## src/hw/rtl/vrtiu_pkg.sv

```systemverilog
// shared types and constants for the raster timing and interrupt unit
package vrtiu_pkg;

    // register window
    localparam int REGISTER_COUNT = 64;
    localparam int OFFSET_W       = 6;
    localparam int REG_AW         = $clog2(REGISTER_COUNT);

    // request kinds
    typedef enum logic [1:0] {
        CMD_TICK  = 2'd0,
        CMD_WRITE = 2'd1,
        CMD_READ  = 2'd2
    } cmd_t;

    // special register offsets
    localparam logic [OFFSET_W-1:0] REG_CTRL   = 6'h11;
    localparam logic [OFFSET_W-1:0] REG_RASTER = 6'h12;
    localparam logic [OFFSET_W-1:0] REG_FLAGS  = 6'h19;
    localparam logic [OFFSET_W-1:0] REG_ENABLE = 6'h1A;

    // configuration register index
    localparam logic CFG_NTSC_MODEL = 1'b0;

    // frame geometry
    localparam logic [6:0] CYCLES_PAL  = 7'd63;
    localparam logic [6:0] CYCLES_NTSC = 7'd65;
    localparam logic [8:0] LINES_PAL   = 9'd312;
    localparam logic [8:0] LINES_NTSC  = 9'd263;

    // bad line window and display enable tracking
    localparam logic [8:0] BADLINE_FIRST = 9'h030;
    localparam logic [8:0] BADLINE_LAST  = 9'h0F7;
    localparam logic [8:0] DEN_LINE      = 9'h02F;
    localparam logic [6:0] STALL_READ_X  = 7'd11;
    localparam logic [6:0] STALL_FULL_X  = 7'd14;
    localparam logic [6:0] STALL_LAST_X  = 7'd53;

    // stall levels
    localparam logic [1:0] STALL_NONE = 2'd0;
    localparam logic [1:0] STALL_RD   = 2'd1;
    localparam logic [1:0] STALL_FULL = 2'd2;

    // reset values
    localparam logic [7:0] CTRL_RST   = 8'h9B;
    localparam logic [7:0] RASTER_RST = 8'h37;
    localparam logic [7:0] FLAGS_RST  = 8'h01;

endpackage

```

## src/hw/rtl/video_raster_timing_irq_unit_core.sv

```systemverilog
// raster timing, raster interrupt and bad line stall core
//
//  channel   dir   handshake          payload
//  s_        in    s_valid/s_ready    s_command, s_register_offset, s_write_data
//  m_        out   m_valid/m_ready    m_read_data, m_irq_out, m_stall_level,
//                                     m_raster_line, m_raster_cycle
//  apb       in    psel/penable       paddr, pwdata, prdata (ntsc_model)
//
// one request per cycle unless a stalled result register holds the pipe
// the request is registered together with the generic register memory read,
// then one pass of compare and update logic writes state and the result register
// reset is synchronous and puts the beam at the last cycle of the last PAL line
// a stalled result register holds the pipe; s_ready drops only when both stages are full
module video_raster_timing_irq_unit_core (
    input  logic                          aclk,
    input  logic                          aresetn,
    // request channel
    input  logic                          s_valid,
    output logic                          s_ready,
    input  logic [1:0]                    s_command,
    input  logic [vrtiu_pkg::OFFSET_W-1:0] s_register_offset,
    input  logic [7:0]                    s_write_data,
    // result channel
    output logic                          m_valid,
    input  logic                          m_ready,
    output logic [7:0]                    m_read_data,
    output logic                          m_irq_out,
    output logic [1:0]                    m_stall_level,
    output logic [8:0]                    m_raster_line,
    output logic [6:0]                    m_raster_cycle,
    // configuration port
    input  logic                          psel,
    input  logic                          penable,
    input  logic                          pwrite,
    input  logic [2:0]                    paddr,
    input  logic [31:0]                   pwdata,
    output logic [31:0]                   prdata,
    output logic                          pready
);
    import vrtiu_pkg::*;

    // handshake
    logic s_acc;
    logic advance;
    logic cfg_wr;

    // request stage
    logic                p_valid_reg;
    logic [1:0]          p_cmd_reg;
    logic [OFFSET_W-1:0] p_off_reg;
    logic [7:0]          p_wdata_reg;
    logic [7:0]          p_mem_reg;
    logic                p_mem_vld_reg;

    // generic register memory
    logic [7:0]                mem [REGISTER_COUNT];
    logic [REGISTER_COUNT-1:0] mem_vld_reg;
    logic [REG_AW-1:0]         s_idx;
    logic                      s_off_ok;
    logic                      s_special;
    logic                      mem_wr;

    // timing and interrupt state
    logic       ntsc_reg;
    logic [6:0] cyc_reg,    cyc_next;
    logic [8:0] line_reg,   line_next;
    logic [7:0] ctrl_reg,   ctrl_next;
    logic [7:0] raster_reg, raster_next;
    logic [7:0] flags_reg,  flags_next;
    logic [7:0] enable_reg, enable_next;
    logic       den_reg,    den_next;
    logic       irq_reg,    irq_next;

    // processing
    logic [6:0] cpl;
    logic [8:0] lpf;
    logic [6:0] cyc_inc;
    logic [8:0] line_inc;
    logic [8:0] cmp_line;
    logic       chk_en;
    logic [8:0] chk_line;
    logic [7:0] flags_ack;
    logic       p_off_ok;
    logic [7:0] rd_next;
    logic [1:0] stall_next;

    // result register
    logic       m_valid_reg;
    logic [7:0] m_rd_reg;
    logic       m_irq_reg;
    logic [1:0] m_stall_reg;
    logic [8:0] m_line_reg;
    logic [6:0] m_cyc_reg;

    // pipe control
    assign advance = p_valid_reg && (!m_valid_reg || m_ready);
    assign s_ready = !p_valid_reg || advance;
    assign s_acc   = s_valid && s_ready;
    assign cfg_wr  = psel && penable && pwrite && pready;

    // configuration readback
    assign pready = 1'b1;
    always_comb begin
        prdata = '0;
        if (paddr[2] == CFG_NTSC_MODEL) begin
            prdata = {31'd0, ntsc_reg};
        end
    end

    // generic register decode at accept
    assign s_idx     = s_register_offset[REG_AW-1:0];
    assign s_off_ok  = {1'b0, s_register_offset} < (OFFSET_W+1)'(REGISTER_COUNT);
    assign s_special = (s_register_offset == REG_CTRL) || (s_register_offset == REG_RASTER) ||
                       (s_register_offset == REG_FLAGS) || (s_register_offset == REG_ENABLE);
    assign mem_wr    = s_acc && (s_command == CMD_WRITE) && s_off_ok && !s_special;

    // generic register memory, written and read in request order
    always_ff @(posedge aclk) begin
        if (mem_wr) begin
            mem[s_idx] <= s_write_data;
        end
        if (s_acc) begin
            p_mem_reg <= mem[s_idx];
        end
    end

    // valid bits for never written entries
    always_ff @(posedge aclk) begin
        if (!aresetn) begin
            mem_vld_reg <= '0;
        end else if (mem_wr) begin
            mem_vld_reg[s_idx] <= 1'b1;
        end
    end

    // request stage register
    always_ff @(posedge aclk) begin
        if (!aresetn) begin
            p_valid_reg <= 1'b0;
        end else if (s_ready) begin
            p_valid_reg <= s_valid;
        end
        if (s_acc) begin
            p_cmd_reg     <= s_command;
            p_off_reg     <= s_register_offset;
            p_wdata_reg   <= s_write_data;
            p_mem_vld_reg <= mem_vld_reg[s_idx];
        end
    end

    // frame geometry and compare value
    assign cpl      = ntsc_reg ? CYCLES_NTSC : CYCLES_PAL;
    assign lpf      = ntsc_reg ? LINES_NTSC : LINES_PAL;
    assign cmp_line = {ctrl_reg[7], raster_reg};
    assign cyc_inc  = cyc_reg + 7'd1;
    assign line_inc = line_reg + 9'd1;
    assign p_off_ok = {1'b0, p_off_reg} < (OFFSET_W+1)'(REGISTER_COUNT);

    // one pass of tick, write or read
    always_comb begin
        cyc_next    = cyc_reg;
        line_next   = line_reg;
        ctrl_next   = ctrl_reg;
        raster_next = raster_reg;
        flags_next  = flags_reg;
        enable_next = enable_reg;
        den_next    = den_reg;
        irq_next    = irq_reg;
        chk_en      = 1'b0;
        chk_line    = line_reg;
        rd_next     = 8'd0;
        flags_ack   = flags_reg & ~p_wdata_reg;
        case (p_cmd_reg)
            CMD_TICK: begin
                cyc_next = cyc_inc;
                if ((cyc_inc == 7'd1) && (line_reg == 9'd0)) begin
                    chk_en   = 1'b1;
                    chk_line = line_reg;
                    den_next = ctrl_reg[4];
                end else if (cyc_inc >= cpl) begin
                    cyc_next  = 7'd0;
                    line_next = (line_inc >= lpf) ? 9'd0 : line_inc;
                    chk_en    = (line_next != 9'd0);
                    chk_line  = line_next;
                end
            end
            CMD_WRITE: begin
                if (p_off_ok) begin
                    case (p_off_reg)
                        REG_CTRL: begin
                            ctrl_next = p_wdata_reg;
                            if (line_reg < DEN_LINE) begin
                                den_next = p_wdata_reg[4];
                            end else if (line_reg == DEN_LINE) begin
                                den_next = den_reg | p_wdata_reg[4];
                            end
                        end
                        REG_RASTER: begin
                            raster_next = p_wdata_reg;
                        end
                        REG_FLAGS: begin
                            flags_next = flags_ack;
                            if (flags_ack[3:0] == 4'd0) begin
                                flags_next[7] = 1'b0;
                            end
                            irq_next = flags_next[7];
                        end
                        REG_ENABLE: begin
                            enable_next = p_wdata_reg;
                            if (p_wdata_reg[0] && flags_reg[0]) begin
                                irq_next      = 1'b1;
                                flags_next[7] = 1'b1;
                            end
                        end
                        default: begin
                        end
                    endcase
                end
            end
            CMD_READ: begin
                if (p_off_ok) begin
                    case (p_off_reg)
                        REG_CTRL:   rd_next = {line_reg[8], ctrl_reg[6:0]};
                        REG_RASTER: rd_next = line_reg[7:0];
                        REG_FLAGS:  rd_next = flags_reg;
                        REG_ENABLE: rd_next = enable_reg;
                        default:    rd_next = p_mem_vld_reg ? p_mem_reg : 8'd0;
                    endcase
                end
            end
            default: begin
            end
        endcase

        // raster compare at line start
        if (chk_en && (chk_line == cmp_line)) begin
            flags_next[0] = 1'b1;
            if (enable_reg[0]) begin
                irq_next      = 1'b1;
                flags_next[7] = 1'b1;
            end
        end
    end

    // bad line stall at the new position
    always_comb begin
        stall_next = STALL_NONE;
        if (den_next && (line_next >= BADLINE_FIRST) && (line_next <= BADLINE_LAST) &&
            (line_next[2:0] == ctrl_next[2:0]) &&
            (cyc_next >= STALL_READ_X) && (cyc_next <= STALL_LAST_X)) begin
            stall_next = (cyc_next >= STALL_FULL_X) ? STALL_FULL : STALL_RD;
        end
    end

    // timing and interrupt state
    always_ff @(posedge aclk) begin
        if (!aresetn) begin
            ntsc_reg   <= 1'b0;
            cyc_reg    <= CYCLES_PAL - 7'd1;
            line_reg   <= LINES_PAL - 9'd1;
            ctrl_reg   <= CTRL_RST;
            raster_reg <= RASTER_RST;
            flags_reg  <= FLAGS_RST;
            enable_reg <= 8'd0;
            den_reg    <= 1'b1;
            irq_reg    <= 1'b0;
        end else if (cfg_wr) begin
            if (paddr[2] == CFG_NTSC_MODEL) begin
                ntsc_reg <= pwdata[0];
                cyc_reg  <= pwdata[0] ? (CYCLES_NTSC - 7'd1) : (CYCLES_PAL - 7'd1);
                line_reg <= pwdata[0] ? (LINES_NTSC - 9'd1) : (LINES_PAL - 9'd1);
            end
        end else if (advance) begin
            cyc_reg    <= cyc_next;
            line_reg   <= line_next;
            ctrl_reg   <= ctrl_next;
            raster_reg <= raster_next;
            flags_reg  <= flags_next;
            enable_reg <= enable_next;
            den_reg    <= den_next;
            irq_reg    <= irq_next;
        end
    end

    // result register
    always_ff @(posedge aclk) begin
        if (!aresetn) begin
            m_valid_reg <= 1'b0;
        end else if (advance) begin
            m_valid_reg <= 1'b1;
        end else if (m_ready) begin
            m_valid_reg <= 1'b0;
        end
        if (advance) begin
            m_rd_reg    <= rd_next;
            m_irq_reg   <= irq_next;
            m_stall_reg <= stall_next;
            m_line_reg  <= line_next;
            m_cyc_reg   <= cyc_next;
        end
    end

    assign m_valid        = m_valid_reg;
    assign m_read_data    = m_rd_reg;
    assign m_irq_out      = m_irq_reg;
    assign m_stall_level  = m_stall_reg;
    assign m_raster_line  = m_line_reg;
    assign m_raster_cycle = m_cyc_reg;

endmodule

```

## config.mk

```make
export PLATFORM = sky130hd
export DESIGN_NAME = video_raster_timing_irq_unit_core
export DESIGN_NICKNAME = d
export VERILOG_FILES = /design/src/hw/rtl/vrtiu_pkg.sv /design/src/hw/rtl/video_raster_timing_irq_unit_core.sv
export SDC_FILE = /design/constraint.sdc
export NUM_CORES = 1
export LEC_CHECK = 0
export BUFFER_PORTS_ARGS = -buffer_cell sky130_fd_sc_hd__buf_4
export CAP_MARGIN = 10
export CORE_UTILIZATION = 45
export DETAILED_ROUTE_END_ITERATION = 8
export SLEW_MARGIN = 25
export SYNTH_ARGS = -nofsm -noshare
export SYNTH_HDL_FRONTEND = slang
export SYNTH_SLANG_ARGS = --single-unit
```

## constraint.sdc

```tcl
create_clock -name aclk -period 5.5 [get_ports aclk]
set_input_delay 0.275 -clock aclk [delete_from_list [all_inputs] [get_ports aclk]]
set_output_delay 0.275 -clock aclk [all_outputs]
set_load 0.005 [all_outputs]
```

; Yosys cells after proc, flatten, opt, wreduce, memory -nomap -nowiden
; Memories as Yosys holds them, arrays and structs flattened. A register that Yosys moved wholly into a read port is not among the register bits.
; Cells that the tools add are included.
[op_classes]
n_addsub = 2
mul = 0
div_mod_pow = 0
order_cmp = 10
eq_ne = 16
n_shift = 0
n_mux = 52
bitwise_logic = 6
reduce_logical = 39
[op_table]
columns = operator, count
row1 = bitwise OR 64 bit, 1
row2 = 2-to-1 mux 7 bit, 9
row3 = 2-to-1 mux 9 bit, 7
row4 = "equality test 6 x 5 -> 1 bit, second input constant", 8
row5 = case mux 8 bit (4 select lines), 1
row6 = 2-to-1 mux 1 bit, 23
row7 = AND reduction 4 bit, 5
row8 = 2-to-1 mux 8 bit, 2
row9 = logical AND 1 bit, 15
row10 = ">= comparator 7 x 4 -> 1 bit, second input constant", 2
row11 = 2-to-1 mux 6 bit, 2
row12 = "adder 9 x 1 -> 9 bit, second input constant", 1
row13 = "equality test 9 x 6 -> 1 bit, second input constant", 1
row14 = equality test 9 bit, 1
row15 = ">= comparator 9 x 6 -> 1 bit, second input constant", 1
row16 = >= comparator 9 bit, 1
row17 = "<= comparator 9 x 8 -> 1 bit, second input constant", 1
row18 = zero test 9 bit, 1
row19 = "< comparator 9 x 6 -> 1 bit, second input constant", 1
row20 = nonzero test 9 bit, 1
row21 = bitwise AND 8 bit, 1
row22 = inverter 8 bit, 1
row23 = nonzero test 2 bit, 4
row24 = "adder 7 x 1 -> 7 bit, second input constant", 1
row25 = other kinds (21), 34
[word_totals]
register_bits = 161
latch_bits = 0
mem_bits_rw = 512
rom_bits = 0
in_bits = 58
output_inout_bits = 62
word_cells = 150
memories = 1
[mem_list]
columns = name, depth, width, read_ports, rd_ports_with_merged_regs, wr, line
row1 = mem, 64, 8, 1, 1, 1, video_raster_timing_irq_unit_core.sv:56  ; logic [7:0] mem [REGISTER_COUNT];

; Depth between registers and ports, before layout
; Gate-level depths: netlist of the first run.
[depth]
depth_word = 12
mapped_depth = 16
ltp_nobuf = 14

; Least setup slack after synthesis of the first run
; No wires, ideal clock.
[synth_timing]
path_kind = flip-flop to flip-flop
from = register line_reg[0]
to = register flags_reg[7]
setup_ns = 0.088
arrival_ns = 3.367
required_ns = 5.412
slack_ns = 2.045
stages_incl_launch_ff = 16
n_path_buf = 1
cell_sequence = dfxtp_1 -> ha_1 -> buf_4 -> nand3_2 -> xor2_1 -> inv_1 -> ha_1 -> a211oi_1 -> o21ai_0 -> a31o_1 -> o211a_1 -> a2111o_1 -> o31ai_1 -> o2111ai_1 -> nand4b_4 -> a311oi_2
[synth_between]
elab_chain_cells = 9
elab_cells_between_ends = 15
cone_classes = add/sub: 1 / order compare: 1 / eq/ne: 1 / mux: 8 / reduce/logical: 4
[synth_lines]
columns = element, line
row1 = "start, declared", video_raster_timing_irq_unit_core.sv:66  ; logic [8:0] line_reg, line_next;
row2 = "start signal, assigned", video_raster_timing_irq_unit_core.sv:260  ; line_reg <= LINES_PAL - 9'd1;
row3 = "start signal, assigned", video_raster_timing_irq_unit_core.sv:271  ; line_reg <= pwdata[0] ? (LINES_NTSC - 9'd1) : (LINES_PAL - 9'd1);
row4 = "start signal, assigned", video_raster_timing_irq_unit_core.sv:275  ; line_reg <= line_next;
row5 = adder 9 x 1 -> 9 bit, video_raster_timing_irq_unit_core.sv:156  ; assign line_inc = line_reg + 9'd1;
row6 = >= comparator 9 bit, video_raster_timing_irq_unit_core.sv:182  ; line_next = (line_inc >= lpf) ? 9'd0 : line_inc;
row7 = 2-to-1 mux 9 bit, video_raster_timing_irq_unit_core.sv:182
row8 = 2-to-1 mux 9 bit or nonzero test 9 bit (tied branches), "video_raster_timing_irq_unit_core.sv:180, video_raster_timing_irq_unit_core.sv:183"
row9 = 2-to-1 mux 9 bit or 2-to-1 mux 1 bit (tied branches), "video_raster_timing_irq_unit_core.sv:176, video_raster_timing_irq_unit_core.sv:180"
row10 = 2-to-1 mux 9 bit or 2-to-1 mux 1 bit (tied branches), "video_raster_timing_irq_unit_core.sv:173, video_raster_timing_irq_unit_core.sv:176"
row11 = equality test 9 bit or 2-to-1 mux 1 bit (tied branches), "video_raster_timing_irq_unit_core.sv:236, video_raster_timing_irq_unit_core.sv:173"
row12 = logical AND 1 bit (*), video_raster_timing_irq_unit_core.sv:236  ; if (chk_en && (chk_line == cmp_line)) begin
row13 = 2-to-1 mux 1 bit (*), video_raster_timing_irq_unit_core.sv:236
row14 = "end signal, assigned", video_raster_timing_irq_unit_core.sv:278  ; flags_reg <= flags_next;
row15 = "end, declared", video_raster_timing_irq_unit_core.sv:69  ; logic [7:0] flags_reg, flags_next;
; Mark *: on every way between the ends. The rest lies on a longest branch, timed or not.
; A chain may end at the register's enable or synchronous reset.

; Worst setup path in the final report of the first run
[layout_timing]
from = register line_reg[0]
to = register irq_reg
[layout_between]
elab_chain_cells = 9
elab_cells_between_ends = 15
cone_classes = add/sub: 1 / order compare: 1 / eq/ne: 1 / mux: 8 / reduce/logical: 4
[layout_lines]
columns = element, line
row1 = adder 9 x 1 -> 9 bit, video_raster_timing_irq_unit_core.sv:156
row2 = >= comparator 9 bit, video_raster_timing_irq_unit_core.sv:182
row3 = 2-to-1 mux 9 bit, video_raster_timing_irq_unit_core.sv:182
row4 = 2-to-1 mux 9 bit or nonzero test 9 bit (tied branches), "video_raster_timing_irq_unit_core.sv:180, video_raster_timing_irq_unit_core.sv:183"
row5 = 2-to-1 mux 9 bit or 2-to-1 mux 1 bit (tied branches), "video_raster_timing_irq_unit_core.sv:176, video_raster_timing_irq_unit_core.sv:180"
row6 = 2-to-1 mux 9 bit or 2-to-1 mux 1 bit (tied branches), "video_raster_timing_irq_unit_core.sv:173, video_raster_timing_irq_unit_core.sv:176"
row7 = equality test 9 bit or 2-to-1 mux 1 bit (tied branches), "video_raster_timing_irq_unit_core.sv:236, video_raster_timing_irq_unit_core.sv:173"
row8 = logical AND 1 bit (*), video_raster_timing_irq_unit_core.sv:236
row9 = 2-to-1 mux 1 bit (*), video_raster_timing_irq_unit_core.sv:236
row10 = "end signal, assigned", video_raster_timing_irq_unit_core.sv:281  ; irq_reg <= irq_next;
row11 = "end, declared", video_raster_timing_irq_unit_core.sv:72  ; logic irq_reg, irq_next;
; Marks and branches as above.

==> results of run 1 <==
==> power by group through the flow <==
| stage | clock (mW) | sequential, mW | combinational, mW |
|---|---|---|---|
| final | 4.81 | 5.69 | 0.656 |
| after CTS | 4.87 | 5.69 | 0.649 |
| after global placement | 0 | 5.80 | 0.633 |
| after detailed placement | 0 | 5.80 | 0.642 |
| after floorplan | 0 | 5.78 | 0.397 |
| after global routing | 5.07 | 5.69 | 0.709 |
==> layout by cell type, fill, tap and decap left out, types with 62 or more instances in the layout <==
master	instances
edfxtp_1	564
nand2_1	98
a22oi_1	241
nor2_1	88
nand4_1	62
dfxtp_1	117
clkbuf_16	73
conb_1	64
buf_4	79
o21a_1	62
==> cells by family (layout without fill, tap and decap cells) <==
logic type,after synthesis,count (layout),synth area share (%)
flip-flops,681,681,71.8
AO/OA/AOI/OAI,553,553,15.3
AND/OR/NAND/NOR,407,407,7.72
buffers and inverters,170,242,3.06
XOR/XNOR,21,21,0.741
adder cells (fa/ha/maj),16,16,0.746
multiplexers,14,14,0.574
other,2,64,0.0280
==> Yosys cell counts, drive strengths merged, types with 21 or more instances <==
cell    count  share of area (%)
edfxtp    564                 63
a22oi     242                6.8
dfxtp     117                8.7
nand2      98                1.4
nor2       97                1.4
clkbuf     78                1.1
buf        73                1.7
nand4      62                1.4
o21a       62                1.7
o21ai      44               0.86
nand3      41               0.80
a21oi      38               0.72
a221oi     33                1.1
a22o       31                1.0
nor2b      26               0.61
a31oi      21               0.49
==> area by class of cell <==
| type | instances | area (sq um) | share of cell area [%] |
|---|---|---|---|
| Timing Repair Buffer | 91 | 743 | 2.44 |
| Sequential cell | 681 | 19300 | 63.3 |
| Clock buffer | 107 | 2060 | 6.78 |
| Multi-Input combinational cell | 1075 | 7020 | 23.1 |
| Inverter | 19 | 71.3 | 0.234 |
| Clock inverter | 25 | 303 | 0.994 |
| Tap cell | 773 | 967 | 3.18 |
==> critical path, cell delays in order (launching register included) <==
cell,delay [ns]
dfxtp_1,0.56
ha_1,0.46
nand3_2,0.23
xor2_1,0.39
inv_1,0.09
ha_1,0.29
a211oi_1,0.18
o21ai_0,0.11
a31o_1,0.29
o21ai_2,0.49
a31oi_1,0.20
a311oi_1,0.31
o2111ai_1,0.23
nand4b_4,0.24
a211oi_1,0.28
==> through the flow <==
step	area [sq um]	hold slack (ns)	setup WS, ns
after floorplan	27100	0.374	2.04
after global placement	28000	0.421	1.11
after detailed placement	28000	0.424	1.09
after CTS	30400	0.0352	1.05
after global routing	30500	0.0400	0.629
final	30500	0.0659	1.03
==> timing repair <==
| action | 4_1_cts | 5_1_grt |
|---|---|---|
| setup buffers | 0 | 0 |
| hold buffers | 9 | 0 |
| endpoints found under the hold margin | 7 | 0 |
==> routing by layer <==
metal	share of wire [%]	vias to the layer above
met5	0	-
met4	2.3	0
met3	7.8	118
met2	47	717
met1	43	8518
li1	-	7473
==> final timing paths <==
| path | slack (ns) | from | end | cells past startpoint |
|---|---|---|---|---|
| max | 1.03 | line_reg[0] | irq_reg | 14 |
| min reg2reg | 0.44 | flags_reg[4] | flags_reg[4] | 2 |
| min | 0.07 | s_register_offset[2] | p_off_reg[2] | 1 |
| max reg2reg | 1.03 | line_reg[0] | irq_reg | 14 |
==> impl_metrics.env, run 1 <==
export IMPL_power_mw=11.2
export IMPL_top_usage_layer="met2"
export IMPL_setup_viol=0
export IMPL_grt_total_usage_pct=23.3
export IMPL_io_pins=120
export IMPL_stdcell_count=2771
export IMPL_maxClockFrequency_mhz=224
export IMPL_ys_ff_latch=681
export IMPL_vias=16800
export IMPL_hold_violations=0
export IMPL_pwr_share_clk_pct=43.1
export IMPL_report_final_slew_viol_count=0
export IMPL_io_buffers=54
export IMPL_critPathMaxFanout=14
export IMPL_avgSynthCellArea_sq_um=14.4
export IMPL_place_hpwl_mm=40.9
export IMPL_start_util_pct=45.5
export IMPL_insertion_delay_ns=0.63
export IMPL_critPathKind="reg -> reg"
export IMPL_crit_arrival_ns=4.98
export IMPL_async_flop_share_pct=0
export IMPL_synth_edf_count=564
export IMPL_cts_buffers=71
export IMPL_grt_pass1_wl_mm=105
export IMPL_drive_gt1_share_pct=11.2
export IMPL_ant_nets=0
export IMPL_maxCapViolations=0
export IMPL_ys_seq_area_share_pct=71.8
export IMPL_status="complete, no violations"
export IMPL_die_area_sq_um=60600
export IMPL_place_congestion=0.915
export IMPL_area_growth_pct=13.5
export IMPL_antennaDiodeCount=0
export IMPL_grt_use_met3_pct=5.02
export IMPL_synth_flop_cell="edfxtp_1"
export IMPL_tns_ns=0
export IMPL_switching_share_pct=22.7
export IMPL_ctsHtreeMaxLevel=3
export IMPL_dpl_cell_count=2630
export IMPL_ir_drop_mv=0.309
export IMPL_avgViaCountPerCell=6.07
export IMPL_synthCells=1864
export IMPL_fin_util_pct=51.6
export IMPL_grt_overflow_total=0
export IMPL_die_x_um=246
export IMPL_met1_usage_pct=32.4
export IMPL_sequentialPowerShare_pct=51.0
export IMPL_combPwrFrac_pct=5.9
export IMPL_dr_pass1_iters=5
export IMPL_ctsResizeCount=0
export IMPL_clock_sinks=681
export IMPL_clockBufferDepth=3
export IMPL_wirelength_mm=70.4
export IMPL_p_sw_mw=2.53
export IMPL_synth_distinct_cells=76
export IMPL_min_path_type="in -> reg"
export IMPL_grtUsageMet2_pct=37.0
export IMPL_fin_nets=2013
export IMPL_drtIter0Drc=1854
export IMPL_grt_pass1_vias=16200
export IMPL_cts_root_buf="clkbuf_16"
export IMPL_routedWlPerCell_um=25.4
export IMPL_die_height_um=246
export IMPL_core_area_sq_um=59000
export IMPL_fin_crit_sh_pct=81.2
export IMPL_synth_warning_count=0
export IMPL_largest_reg_flops=512
export IMPL_syn_area_sq_um=26800
export IMPL_power_density_nw_per_um2=366
export IMPL_layout_min_cycle_time_ns=4.47
export IMPL_leakage_nw=9.88
export IMPL_startpoint_type="flip-flop"
export IMPL_grt_max_degree=66
export IMPL_antenna_found_initial=0
export IMPL_cts_tree="built"
export IMPL_fill_cells=5000
export IMPL_skew_ns=0.0224
export IMPL_crit_required_ns=6.02
export IMPL_clkTransAtPathRegs_ns=0.06
export IMPL_rsz0062_at_grt="no"
export IMPL_tightestPinTransition_ns=1.06
export IMPL_drc=0
export IMPL_rows=89
export IMPL_intPower_mw=8.62
export IMPL_end_kind="flip-flop"
export IMPL_max_slew_margin_rel_pct=28.9
(Power assumes the default switching activity.)
==> inputs of run 2 (changes only) <==
Clock period 5.5 ns to 3.6 ns, I/O delays scaled along.
==> impl_metrics.env, run 2 (same netlist as run 1, synthesis figures left out) <==
export IMPL_top_usage_layer="met2"
export IMPL_dpl_cell_count=2743
export IMPL_final_cell_mix="edfxtp_1, a22oi_1, buf_4"
export IMPL_leakage_nw=10.5
export IMPL_layout_min_cycle_time_ns=3.37
export IMPL_vias=17200
export IMPL_critPathMaxFanout=7
export IMPL_hold_violations=0
export IMPL_drive_gt1_share_pct=16.3
export IMPL_fin_crit_sh_pct=93.6
export IMPL_largest_reg_flops=512
export IMPL_ant_nets=0
export IMPL_clockBufferDepth=3
export IMPL_die_x_um=246
export IMPL_grt_overflow_total=0
export IMPL_grt_total_usage_pct=24.5
export IMPL_antenna_found_initial=1
export IMPL_tightestPinTransition_ns=1.05
export IMPL_status="complete, no violations"
export IMPL_fin_util_pct=53.2
export IMPL_maxCapViolations=0
export IMPL_place_congestion=0.900
export IMPL_min_path_type="in -> reg"
export IMPL_cts_root_buf="clkbuf_16"
export IMPL_ctsHtreeMaxLevel=3
export IMPL_maxClockFrequency_mhz=297
export IMPL_skew_ns=0.0211
export IMPL_clock_sinks=681
export IMPL_rows=89
export IMPL_power_mw=17.0
export IMPL_grt_max_degree=78
export IMPL_met1_usage_pct=33.6
export IMPL_report_final_slew_viol_count=0
export IMPL_multi_input_area_sq_um=7090
export IMPL_wirelength_mm=73.0
export IMPL_drc=0
export IMPL_fill_cells=4902
export IMPL_regArea_sq_um=19300
export IMPL_crit_arrival_ns=3.88
export IMPL_die_height_um=246
export IMPL_critPathKind="reg -> reg"
export IMPL_io_buffers=54
export IMPL_holdWs_ns=0.0742
export IMPL_max_slew_margin_rel_pct=29.6
export IMPL_core_area_sq_um=59000
export IMPL_io_pins=120
export IMPL_crit_required_ns=4.12
export IMPL_fin_nets=2130
export IMPL_grtUsageMet2_pct=39.3
export IMPL_cts_buffers=71
export IMPL_avgViaCountPerCell=5.94
export IMPL_clkTransAtPathRegs_ns=0.05
export IMPL_grt_pass1_wl_mm=109
export IMPL_routedWlPerCell_um=25.3
export IMPL_place_hpwl_mm=44.1
export IMPL_insertion_delay_ns=0.62
export IMPL_dr_pass1_iters=6
export IMPL_grt_pass1_vias=16700
export IMPL_cts_tree="built"
export IMPL_ir_drop_mv=0.352
export IMPL_drtIter0Drc=1731
export IMPL_startpoint_type="flip-flop"
export IMPL_area_growth_pct=17.0
export IMPL_power_density_nw_per_um2=543
export IMPL_layout_commonest_cell="edfxtp_1"
export IMPL_die_area_sq_um=60600
export IMPL_stdcell_count=2888
export IMPL_setup_viol=0
export IMPL_end_kind="flip-flop"
export IMPL_start_util_pct=45.5
export IMPL_grt_use_met3_pct=4.02
[run 2: cell count changes in the layout (fill, tap and decap cells not counted), sizes merged]
cell	change
clkbuf	+1
clkinv	-2
clkinvlp	+1
diode	+1
dlygate4sd3	+2
buf	+115
inv	-1
[run 2: per-stage QoR]
stage          setup WS (ns)  setup TNS [ns]  area (sq um)
2_1_floorplan          0.145               0         27100
3_3_place_gp           0.102               0         28900
3_5_place_dp          0.0651               0         28900
4_1_cts               0.0498               0         31300
5_1_grt              -0.0154         -0.0154         31400
6_report               0.231               0         31400
[run 2: timing repair]
item | 4_1_cts | 5_1_grt
endpoints found under the hold margin | 8 | 0
endpoints found under the setup margin | 0 | 6
resized for setup | 0 | 20
setup buffers | 0 | 2
hold buffers | 11 | 0
[run 2: final timing paths]
kind                             start      endpoint  slack [ns]  cells past startpoint
hold / removal    s_register_offset[3]  p_off_reg[3]        0.07                      1
setup reg to reg            cyc_reg[4]  flags_reg[7]        0.23                     15
hold reg to reg           flags_reg[5]  flags_reg[5]        0.44                      2
setup / recovery            cyc_reg[4]  flags_reg[7]        0.23                     15
[run 2: layer usage]
metal / wire length [um] / part of all wire [%]
met1: 31800 / 44
met2: 34800 / 48
met3: 4390 / 6.0
met4: 1990 / 2.7
met5: 0 / 0
[run 2: cell type report]
type	instances	area share, %
sequential	681	61.4
multi-input combinational	1075	22.6
clock buffer	108	6.69
timing repair buffer	208	5.34
tap	773	3.08
clock inverter	23	0.669
inverter	19	0.227
antenna	1	0.00797
[run 2: power by group]
part / internal (mW) / total, mW / switching [mW]
clock: 4.25 / 7.24 / 2.99
combinational: 0.375 / 1.13 / 0.751
sequential: 8.63 / 8.68 / 0.0488
total: 13.3 / 17.0 / 3.79
[run 2: worst max-delay path: stages (launching register included)]
cell      delay, ns
dfxtp_2        0.40
and2_1         0.21
nand4_1        0.14
xor2_1         0.21
inv_1          0.07
ha_1           0.32
a21oi_1        0.19
nand3_2        0.18
o21ai_4        0.25
a21o_2         0.21
buf_4          0.18
nand2_1        0.07
o21ai_2        0.16
xnor2_1        0.24
nand4b_4       0.17
a311oi_2       0.28
